$ cat src/rtl/stt_pkg.sv
package stt_pkg;

  localparam int unsigned MaxTimers = 16;
  localparam int unsigned SlotW = $clog2(MaxTimers);
  localparam int unsigned CntW = $clog2(MaxTimers + 1);
  localparam int unsigned QDepth = 2;

  typedef enum logic [2:0] {
    CMD_SET      = 3'd0,
    CMD_CLEAR    = 3'd1,
    CMD_PAUSE    = 3'd2,
    CMD_RESUME   = 3'd3,
    CMD_RESET    = 3'd4,
    CMD_QUERY    = 3'd5,
    CMD_CLEARALL = 3'd6,
    CMD_TICK     = 3'd7
  } cmd_e;

  typedef enum logic [2:0] {
    ST_OK       = 3'd0,
    ST_NOTFOUND = 3'd1,
    ST_FULL     = 3'd2,
    ST_FIRED    = 3'd3,
    ST_NONE     = 3'd4
  } status_e;

  typedef enum logic [2:0] {
    S_IDLE,
    S_SCAN,
    S_TICK,
    S_SHIFT,
    S_EMIT
  } exec_state_e;

  typedef struct packed {
    logic [2:0]  cmd;
    logic [31:0] timer_id;
    logic [31:0] duration;
    logic        repeat_req;
    logic [31:0] elapsed;
  } in_item_t;

  typedef struct packed {
    logic [2:0]  status;
    logic [31:0] id_out;
    logic [31:0] time_left;
    logic        last;
  } out_item_t;

endpackage

$ cat src/rtl/stt_queue.sv
module stt_queue (
  input  logic               clk_i,
  input  logic               rst_ni,
  input  logic               in_valid_i,
  output logic               in_stall_o,
  input  stt_pkg::in_item_t  in_data_i,
  output logic               out_valid_o,
  input  logic               out_pop_i,
  output stt_pkg::in_item_t  out_data_o
);
  import stt_pkg::*;

  localparam int unsigned PtrW = $clog2(QDepth);

  in_item_t              mem_q [QDepth];
  logic [PtrW-1:0]       wr_q, rd_q;
  logic [PtrW:0]         cnt_q;
  logic                  push, pop;

  assign in_stall_o  = (cnt_q == (PtrW+1)'(QDepth));
  assign out_valid_o = (cnt_q != '0);
  assign out_data_o  = mem_q[rd_q];
  assign push = in_valid_i && !in_stall_o;
  assign pop  = out_pop_i && out_valid_o;

  always_ff @(posedge clk_i) begin
    if (push) begin
      mem_q[wr_q] <= in_data_i;
    end
  end

  always_ff @(posedge clk_i or negedge rst_ni) begin
    if (!rst_ni) begin
      wr_q  <= '0;
      rd_q  <= '0;
      cnt_q <= '0;
    end else begin
      if (push) wr_q <= wr_q + 1'b1;
      if (pop) rd_q <= rd_q + 1'b1;
      cnt_q <= cnt_q + (PtrW+1)'(push) - (PtrW+1)'(pop);
    end
  end

`ifndef SYNTHESIS
  a_no_overflow: assert property (@(posedge clk_i) disable iff (!rst_ni)
    cnt_q <= (PtrW+1)'(QDepth)) else $error("queue count overflow");
  a_pop_valid: assert property (@(posedge clk_i) disable iff (!rst_ni)
    (cnt_q == '0) |-> !pop) else $error("pop from empty queue");
  a_cnt_step: assert property (@(posedge clk_i) disable iff (!rst_ni)
    (push && !pop) |=> cnt_q == $past(cnt_q) + 1'b1) else $error("count step");
`endif
endmodule

$ cat src/rtl/stt_exec.sv
module stt_exec (
  input  logic               clk_i,
  input  logic               rst_ni,
  input  logic               cmd_valid_i,
  output logic               cmd_pop_o,
  input  stt_pkg::in_item_t  cmd_i,
  output logic               out_valid_o,
  input  logic               out_stall_i,
  output stt_pkg::out_item_t out_o
);
  import stt_pkg::*;

  // Table storage; rows 0..cnt-1 are live, in creation order.
  logic [31:0] ident_q  [MaxTimers];
  logic [31:0] period_q [MaxTimers];
  logic [31:0] remain_q [MaxTimers];
  logic        rep_q    [MaxTimers];
  logic        pause_q  [MaxTimers];

  exec_state_e     st_q, st_d;
  logic [CntW-1:0] cnt_q, cnt_d;
  logic [CntW-1:0] rd_q, rd_d, wr_q, wr_d;
  logic [31:0]     next_id_q, next_id_d;
  logic            fired_q, fired_d;
  in_item_t        cur_q, cur_d;
  out_item_t       res_q, res_d;
  logic            res_v_q, res_v_d;
  out_item_t       pend_q, pend_d;   // latest fired beat of a tick, not yet issued

  logic [SlotW-1:0] ri, wi;
  logic             rd_hit, row_fire, row_keep;
  logic [31:0]      row_left;
  logic             out_free;

  assign ri = rd_q[SlotW-1:0];
  assign wi = wr_q[SlotW-1:0];
  assign out_free = !res_v_q || !out_stall_i;
  assign out_valid_o = res_v_q;
  assign out_o = res_q;

  assign row_fire = !pause_q[ri] && (cur_q.elapsed >= remain_q[ri]);
  assign row_keep = !row_fire || rep_q[ri];
  assign rd_hit   = (ident_q[ri] == cur_q.timer_id);
  assign row_left = row_fire ? period_q[ri] :
                    (pause_q[ri] ? remain_q[ri] : remain_q[ri] - cur_q.elapsed);

  always_comb begin
    st_d = st_q; cnt_d = cnt_q; rd_d = rd_q; wr_d = wr_q;
    next_id_d = next_id_q; fired_d = fired_q; cur_d = cur_q;
    res_d = res_q; res_v_d = res_v_q && out_stall_i;
    pend_d = pend_q; cmd_pop_o = 1'b0;
    case (st_q)
      S_IDLE: begin
        if (cmd_valid_i && out_free) begin
          cmd_pop_o = 1'b1;
          cur_d = cmd_i;
          rd_d = '0; wr_d = '0; fired_d = 1'b0;
          case (cmd_e'(cmd_i.cmd))
            CMD_SET: begin
              res_v_d = 1'b1;
              if (cnt_q == CntW'(MaxTimers)) begin
                res_d = '{status: ST_FULL, id_out: '0, time_left: '0, last: 1'b1};
              end else begin
                res_d = '{status: ST_OK, id_out: next_id_q, time_left: '0, last: 1'b1};
                cnt_d = cnt_q + 1'b1;
                next_id_d = next_id_q + 1'b1;
              end
            end
            CMD_CLEARALL: begin
              res_v_d = 1'b1;
              cnt_d = '0;
              res_d = '{status: ST_OK, id_out: cmd_i.timer_id, time_left: '0, last: 1'b1};
            end
            CMD_TICK: st_d = S_TICK;
            default: st_d = S_SCAN;
          endcase
        end
      end
      S_SCAN: begin
        if (rd_q == cnt_q) begin
          res_d = '{status: ST_NOTFOUND, id_out: cur_q.timer_id, time_left: '0,
                    last: 1'b1};
          st_d = S_EMIT;
        end else if (rd_hit) begin
          res_d = '{status: ST_OK, id_out: cur_q.timer_id, time_left: '0, last: 1'b1};
          if (cmd_e'(cur_q.cmd) == CMD_QUERY) res_d.time_left = remain_q[ri];
          if (cmd_e'(cur_q.cmd) == CMD_CLEAR) begin
            wr_d = rd_q; rd_d = rd_q + 1'b1; st_d = S_SHIFT;
          end else begin
            st_d = S_EMIT;
          end
        end else begin
          rd_d = rd_q + 1'b1;
        end
      end
      S_SHIFT: begin
        if (rd_q == cnt_q) begin
          cnt_d = cnt_q - 1'b1; st_d = S_EMIT;
        end else begin
          rd_d = rd_q + 1'b1; wr_d = wr_q + 1'b1;
        end
      end
      S_TICK: begin
        if (rd_q == cnt_q) begin
          if (!fired_q) begin
            res_d = '{status: ST_NONE, id_out: '0, time_left: '0, last: 1'b1};
            st_d = S_EMIT;
          end else if (out_free) begin
            res_d = pend_q; res_d.last = 1'b1; res_v_d = 1'b1;
            cnt_d = wr_q; st_d = S_IDLE;
          end
        end else if (!row_fire) begin
          rd_d = rd_q + 1'b1; wr_d = wr_q + 1'b1;
        end else if (out_free) begin
          // The previous fired beat goes out as this one is found, so that the
          // final beat can still be marked last.
          if (fired_q) begin
            res_d = pend_q; res_v_d = 1'b1;
          end
          pend_d = '{status: ST_FIRED, id_out: ident_q[ri], time_left: '0, last: 1'b0};
          fired_d = 1'b1;
          rd_d = rd_q + 1'b1;
          if (row_keep) wr_d = wr_q + 1'b1;
        end
      end
      S_EMIT: begin
        if (out_free) begin
          res_v_d = 1'b1; st_d = S_IDLE;
        end
      end
      default: st_d = S_IDLE;
    endcase
  end

  // Table writes.
  logic tick_adv;
  assign tick_adv = (st_q == S_TICK) && (rd_q != cnt_q) && (!row_fire || out_free);

  always_ff @(posedge clk_i) begin
    if (st_q == S_IDLE && cmd_valid_i && out_free && cmd_e'(cmd_i.cmd) == CMD_SET &&
        cnt_q != CntW'(MaxTimers)) begin
      ident_q[cnt_q[SlotW-1:0]]  <= next_id_q;
      period_q[cnt_q[SlotW-1:0]] <= cmd_i.duration;
      remain_q[cnt_q[SlotW-1:0]] <= cmd_i.duration;
      rep_q[cnt_q[SlotW-1:0]]    <= cmd_i.repeat_req;
      pause_q[cnt_q[SlotW-1:0]]  <= 1'b0;
    end
    if (st_q == S_SCAN && rd_q != cnt_q && rd_hit) begin
      case (cmd_e'(cur_q.cmd))
        CMD_PAUSE:  pause_q[ri] <= 1'b1;
        CMD_RESUME: pause_q[ri] <= 1'b0;
        CMD_RESET:  remain_q[ri] <= period_q[ri];
        default: ;
      endcase
    end
    if (st_q == S_SHIFT && rd_q != cnt_q) begin
      ident_q[wi]  <= ident_q[ri];
      period_q[wi] <= period_q[ri];
      remain_q[wi] <= remain_q[ri];
      rep_q[wi]    <= rep_q[ri];
      pause_q[wi]  <= pause_q[ri];
    end
    if (tick_adv && row_keep) begin
      ident_q[wi]  <= ident_q[ri];
      period_q[wi] <= period_q[ri];
      remain_q[wi] <= row_left;
      rep_q[wi]    <= rep_q[ri];
      pause_q[wi]  <= pause_q[ri];
    end
  end

  always_ff @(posedge clk_i or negedge rst_ni) begin
    if (!rst_ni) begin
      st_q <= S_IDLE; cnt_q <= '0; rd_q <= '0; wr_q <= '0;
      next_id_q <= '0; fired_q <= 1'b0; res_v_q <= 1'b0;
    end else begin
      st_q <= st_d; cnt_q <= cnt_d; rd_q <= rd_d; wr_q <= wr_d;
      next_id_q <= next_id_d; fired_q <= fired_d; res_v_q <= res_v_d;
    end
  end

  always_ff @(posedge clk_i) begin
    cur_q  <= cur_d;
    res_q  <= res_d;
    pend_q <= pend_d;
  end

`ifndef SYNTHESIS
  a_cnt_range: assert property (@(posedge clk_i) disable iff (!rst_ni)
    cnt_q <= CntW'(MaxTimers)) else $error("table count out of range");
  a_wr_behind: assert property (@(posedge clk_i) disable iff (!rst_ni)
    wr_q <= rd_q) else $error("compaction write passed read");
  a_pop_idle: assert property (@(posedge clk_i) disable iff (!rst_ni)
    cmd_pop_o |-> st_q == S_IDLE) else $error("command taken while busy");
  a_res_hold: assert property (@(posedge clk_i) disable iff (!rst_ni)
    (res_v_q && out_stall_i) |=> res_v_q && $stable(res_q)) else $error("result lost");
`endif
endmodule

$ cat src/rtl/software_timer_table_top.sv
// Timer table of up to 16 timers in creation order. Commands enter a two-entry
// queue and are executed one at a time by a sequencer that walks the table one
// row per clock, except that a tick waits on a fired row while the output
// stalls. Set and clear all finish in the cycle that takes the command. An id
// lookup scans the table from row 0 in S_SCAN and issues its result from
// S_EMIT; a clear first compacts the rows behind the hit in S_SHIFT. A tick
// walks every row in S_TICK; each fired result is issued as the next one is
// found and the final one from S_TICK itself, or an ST_NONE result from S_EMIT
// when nothing fires. A new command is taken no earlier than the cycle in which
// the previous result is taken. Fired results are delivered in table order; the
// final result of each command carries last.
module software_timer_table_top (
  input  logic               clk_i,
  input  logic               rst_ni,
  input  logic               in_valid_i,
  output logic               in_stall_o,
  input  stt_pkg::in_item_t  in_data_i,
  output logic               out_valid_o,
  input  logic               out_stall_i,
  output stt_pkg::out_item_t out_data_o
);
  import stt_pkg::*;

  in_item_t q_data;
  logic     q_valid, q_pop;

  stt_queue u_queue (
    .clk_i, .rst_ni, .in_valid_i, .in_stall_o, .in_data_i,
    .out_valid_o(q_valid), .out_pop_i(q_pop), .out_data_o(q_data)
  );

  stt_exec u_exec (
    .clk_i, .rst_ni, .cmd_valid_i(q_valid), .cmd_pop_o(q_pop), .cmd_i(q_data),
    .out_valid_o, .out_stall_i, .out_o(out_data_o)
  );
endmodule

$ cat config.mk
export PLATFORM = sky130hd
export DESIGN_NAME = software_timer_table_top
export DESIGN_NICKNAME = d
export VERILOG_FILES = /design/src/rtl/stt_pkg.sv /design/src/rtl/stt_queue.sv /design/src/rtl/stt_exec.sv /design/src/rtl/software_timer_table_top.sv
export SDC_FILE = /design/constraint.sdc
export NUM_CORES = 2
export LEC_CHECK = 0
export CORE_MARGIN = 3
export CORE_UTILIZATION = 40
export DETAILED_ROUTE_END_ITERATION = 6
export DONT_BUFFER_PORTS = 1
export GPL_ROUTABILITY_DRIVEN = 0
export SYNTH_ARGS = -nofsm -noshare
export SYNTH_HDL_FRONTEND = slang
export SYNTH_SLANG_ARGS = --single-unit
$ cat constraint.sdc
create_clock -name clk_i -period 19.65 [get_ports clk_i]
set_clock_uncertainty 0.15 [all_clocks]
set_input_delay 0.9825 -clock clk_i [delete_from_list [all_inputs] [get_ports clk_i]]
set_output_delay 0.9825 -clock clk_i [all_outputs]
set_load 0.02 [all_outputs]
==> impl_metrics.ini <==
[logic_synthesis]
synth_warnings = 0
synthTopCellsByArea = edfxtp_1, mux4_2, dfrtp_1
synth_largest_area_cell = edfxtp_1
synth_area_per_cell_sq_um = 19.0
synth_area_sq_um = 80600
yosysSeqAreaShare_pct = 73.8
synth_ff_type = edfxtp_1
yosysMostFrequentCell = edfxtp_1
synth_cell_types = 80
synthTopCellsByCount = edfxtp_1, mux4_2, nand2_1, o21ai_0, clkbuf_1
synthArstFlopShare_pct = 2.81
synth_top_area_share_pct = 72.1
ys_ff_latch = 1991
synth-edff-count = 1935
syn_nets = 4394
syn_inst = 4249

[critical_path]
endpoint_kind = flop
r2r-start = u_exec.rd_q[1]
critPathMaxStageDelay_ns = 0.89
crit_top_cell = buf_4
cp-endpoint = u_exec.remain_q[5][30]
critPathMaxFanout = 65
path_cells = buf_4 -> buf_4 -> mux4_2 -> mux4_2 -> ha_1 -> a21o_1 -> a221oi_1 -> o21ai_0 -> a21o_1 -> a31o_2 -> o21ai_4 -> buf_4 -> a211o_1 -> nor2_1 -> a21oi_1
r2r_slack_ns = 10.88
cp_data_arrival_time_ns = 9.12
ff2ff_path_depth = 15
crit_type = reg2reg
crit_path_start_kind = flop
critPathSlowestCell = a21oi_1
critPathLaunch = u_exec.rd_q[1]
worstPathRequired_ns = 20.00
r2r_end = u_exec.remain_q[5][30]

[detailed_routing]
ant_nets = 0
first_pass_iters = 6
drt_iter0_markers = 5509
via_count = 41800
wl_per_cell_um = 29.2
vias_per_cell = 5.81
drc = 0
totalWireLength_mm = 210

[global_route]
gr-total-overflow = 0
grt_pass1_wl_mm = 302
grt_usage_pct = 20.2
antenna_found_initial = 5
grt_max_degree = 134
grt_pass1_vias = 40500

[final_layout]
area_growth_pct = 12.8
fin_nets = 4512
final_cells = 7192
drive_above_1_share_pct = 22.5
fin_area_sq_um = 90900

[power]
peakVddDrop_mv = 0.103
p_leak_nw = 28.9
pwr_density_cell_nw_per_um2 = 155
power_w = 0.0141

[clock_network]
cts_resized = 0
holdBufCountCts = 2
htree_levels = 4
cts_tree = yes
cts_num_sinks = 1991
clk_transition_reported_paths_ns = 0.06
clk_latency_ns = 0.86
cts-root-buf = clkbuf_16
cts_max_path_buffers = 3
postCtsSetupRepairBufs = 0
numCtsBuffers = 194

[min_path]
hold_class = in2reg

[run_status]
outcome = finished clean

[sta]
max_slew.worst_pin.slew_ns = 1.36
hold_viol = 0
fmax_mhz = 114
min_period_over_period_pct = 44.6
setup_viol = 0
period_minus_slack_ns = 8.77
drv_slew = 0
whs_ns = 0.0754
max-slew-margin-rel_pct = 8.89
rsz0062_at_grt = no
setup_tns_ns = 0

[floorplanning]
fp.dieW_um = 455
rows = 164
fp.dieH_um = 455
pin_count = 174
core_region_area_sq_um = 200000
start_util_pct = 40.3
dieArea_sq_um = 207000

[place]
place_area_sq_um = 84400
placed_cells = 6825
port_buffers = 0
place_hpwl_mm = 130

[flow_run]
drv_cap = 0
==> area by class of cell <==
type                    instances  area (sq um)
clock buffers                 236          5120
well taps                    2656          3320
clock inverters               124          1330
multi-input cells            1969         20200
diodes                          5          12.5
fillers                     16900        109000
inverters                      68           256
flip-flops and latches       1991         59500
repair buffers                143          1120
==> layout by cell type, fill, tap and decap left out, types with 41 or more instances in the layout <==
cell type / Yosys / layout
mux2_2: 96 / 96
nand2_1: 246 / 246
clkinv_1: 1 / 46
xnor2_1: 66 / 66
mux2i_1: 136 / 135
o21ai_0: 170 / 167
edfxtp_1: 1935 / 1935
buf_4: 4 / 139
dfrtp_1: 56 / 51
clkbuf_16: 0 / 195
and3_1: 46 / 45
inv_1: 67 / 66
a21oi_1: 118 / 118
xor2_1: 43 / 43
mux4_2: 427 / 427
nor2_1: 118 / 101
nor2b_1: 42 / 41
==> metal layers <==
layer  part of all wire [%]  GRT usage, %  vias up  wire length, um
met5                 0.0057             0        -               12
met4                    3.0          6.24        2             6380
met3                    8.6          3.99      283            18100
met2                     44          29.2     1872            93400
met1                     44          30.7    22200            92100
li1                       -             -    17500                -
==> through the flow <==
stage                     util (%)  setup WS, ns
after floorplan                  -          2.67
after global placement        42.2         10.83
after detailed placement      42.2         10.88
after CTS                     45.4         10.86
after global routing          45.4         10.43
final                         45.4         10.88
==> flip-flops by register name, indices dropped and copies added, names as in the netlist, 16 cells and up <==
signal / flops
u_exec.out_o: 68
u_exec.next_id_q: 32
u_queue.mem_q: 200
u_exec.period_q: 512
u_exec.pause_q: 16
u_exec.rep_q: 16
u_exec.cur_q: 67
u_exec.remain_q: 512
u_exec.pend_q: 32
u_exec.ident_q: 512
==> worst max-delay path, delay by kind of cell, from the launching register on <==
kind | cells | cell delay (ns)
adder cells (fa/ha/maj) | 1 | 0.41
AO/OA/AOI/OAI | 8 | 3.21
flip-flops | 1 | 0.79
AND/OR/NAND/NOR | 1 | 0.39
multiplexers | 2 | 0.96
buffers and inverters | 3 | 2.32
==> logic make-up (layout without fill, tap and decap cells) <==
kind of cell / Yosys count / count (layout) / synth area share (%)
AOI/OAI and AO/OA: 504 / 504 / 3.95
xor gates and xnor gates: 109 / 109 / 1.18
adders and majority gates: 41 / 41 / 0.646
buffers and inverters: 289 / 571 / 1.49
DFF: 1991 / 1991 / 73.8
muxes: 660 / 660 / 15.0
other: 0 / 5 / 0
and+or+nand+nor: 655 / 655 / 3.95
==> worst min-delay path by stage <==
stage / from / end / depth (start not counted)
after detailed placement: u_exec.next_id_q[31] / u_exec.next_id_q[31] / 1
after global routing: in_data_i[84] / u_queue.mem_q[1][84] / 0
final: in_data_i[49] / u_queue.mem_q[0][49] / 0
after floorplan: u_exec.next_id_q[31] / u_exec.next_id_q[31] / 1
after CTS: in_data_i[73] / u_queue.mem_q[0][73] / 0
after global placement: u_exec.next_id_q[31] / u_exec.next_id_q[31] / 1
==> report_power, final <==
group          leakage (nW)  internal (W)  switching [W]  total (W)
Combinational          7.39       0.00143        0.00282    0.00425
Clock                  3.13       0.00212        0.00162    0.00374
Sequential             18.4       0.00576       0.000381    0.00614
Note: power is estimated with default switching activity, not from simulation.
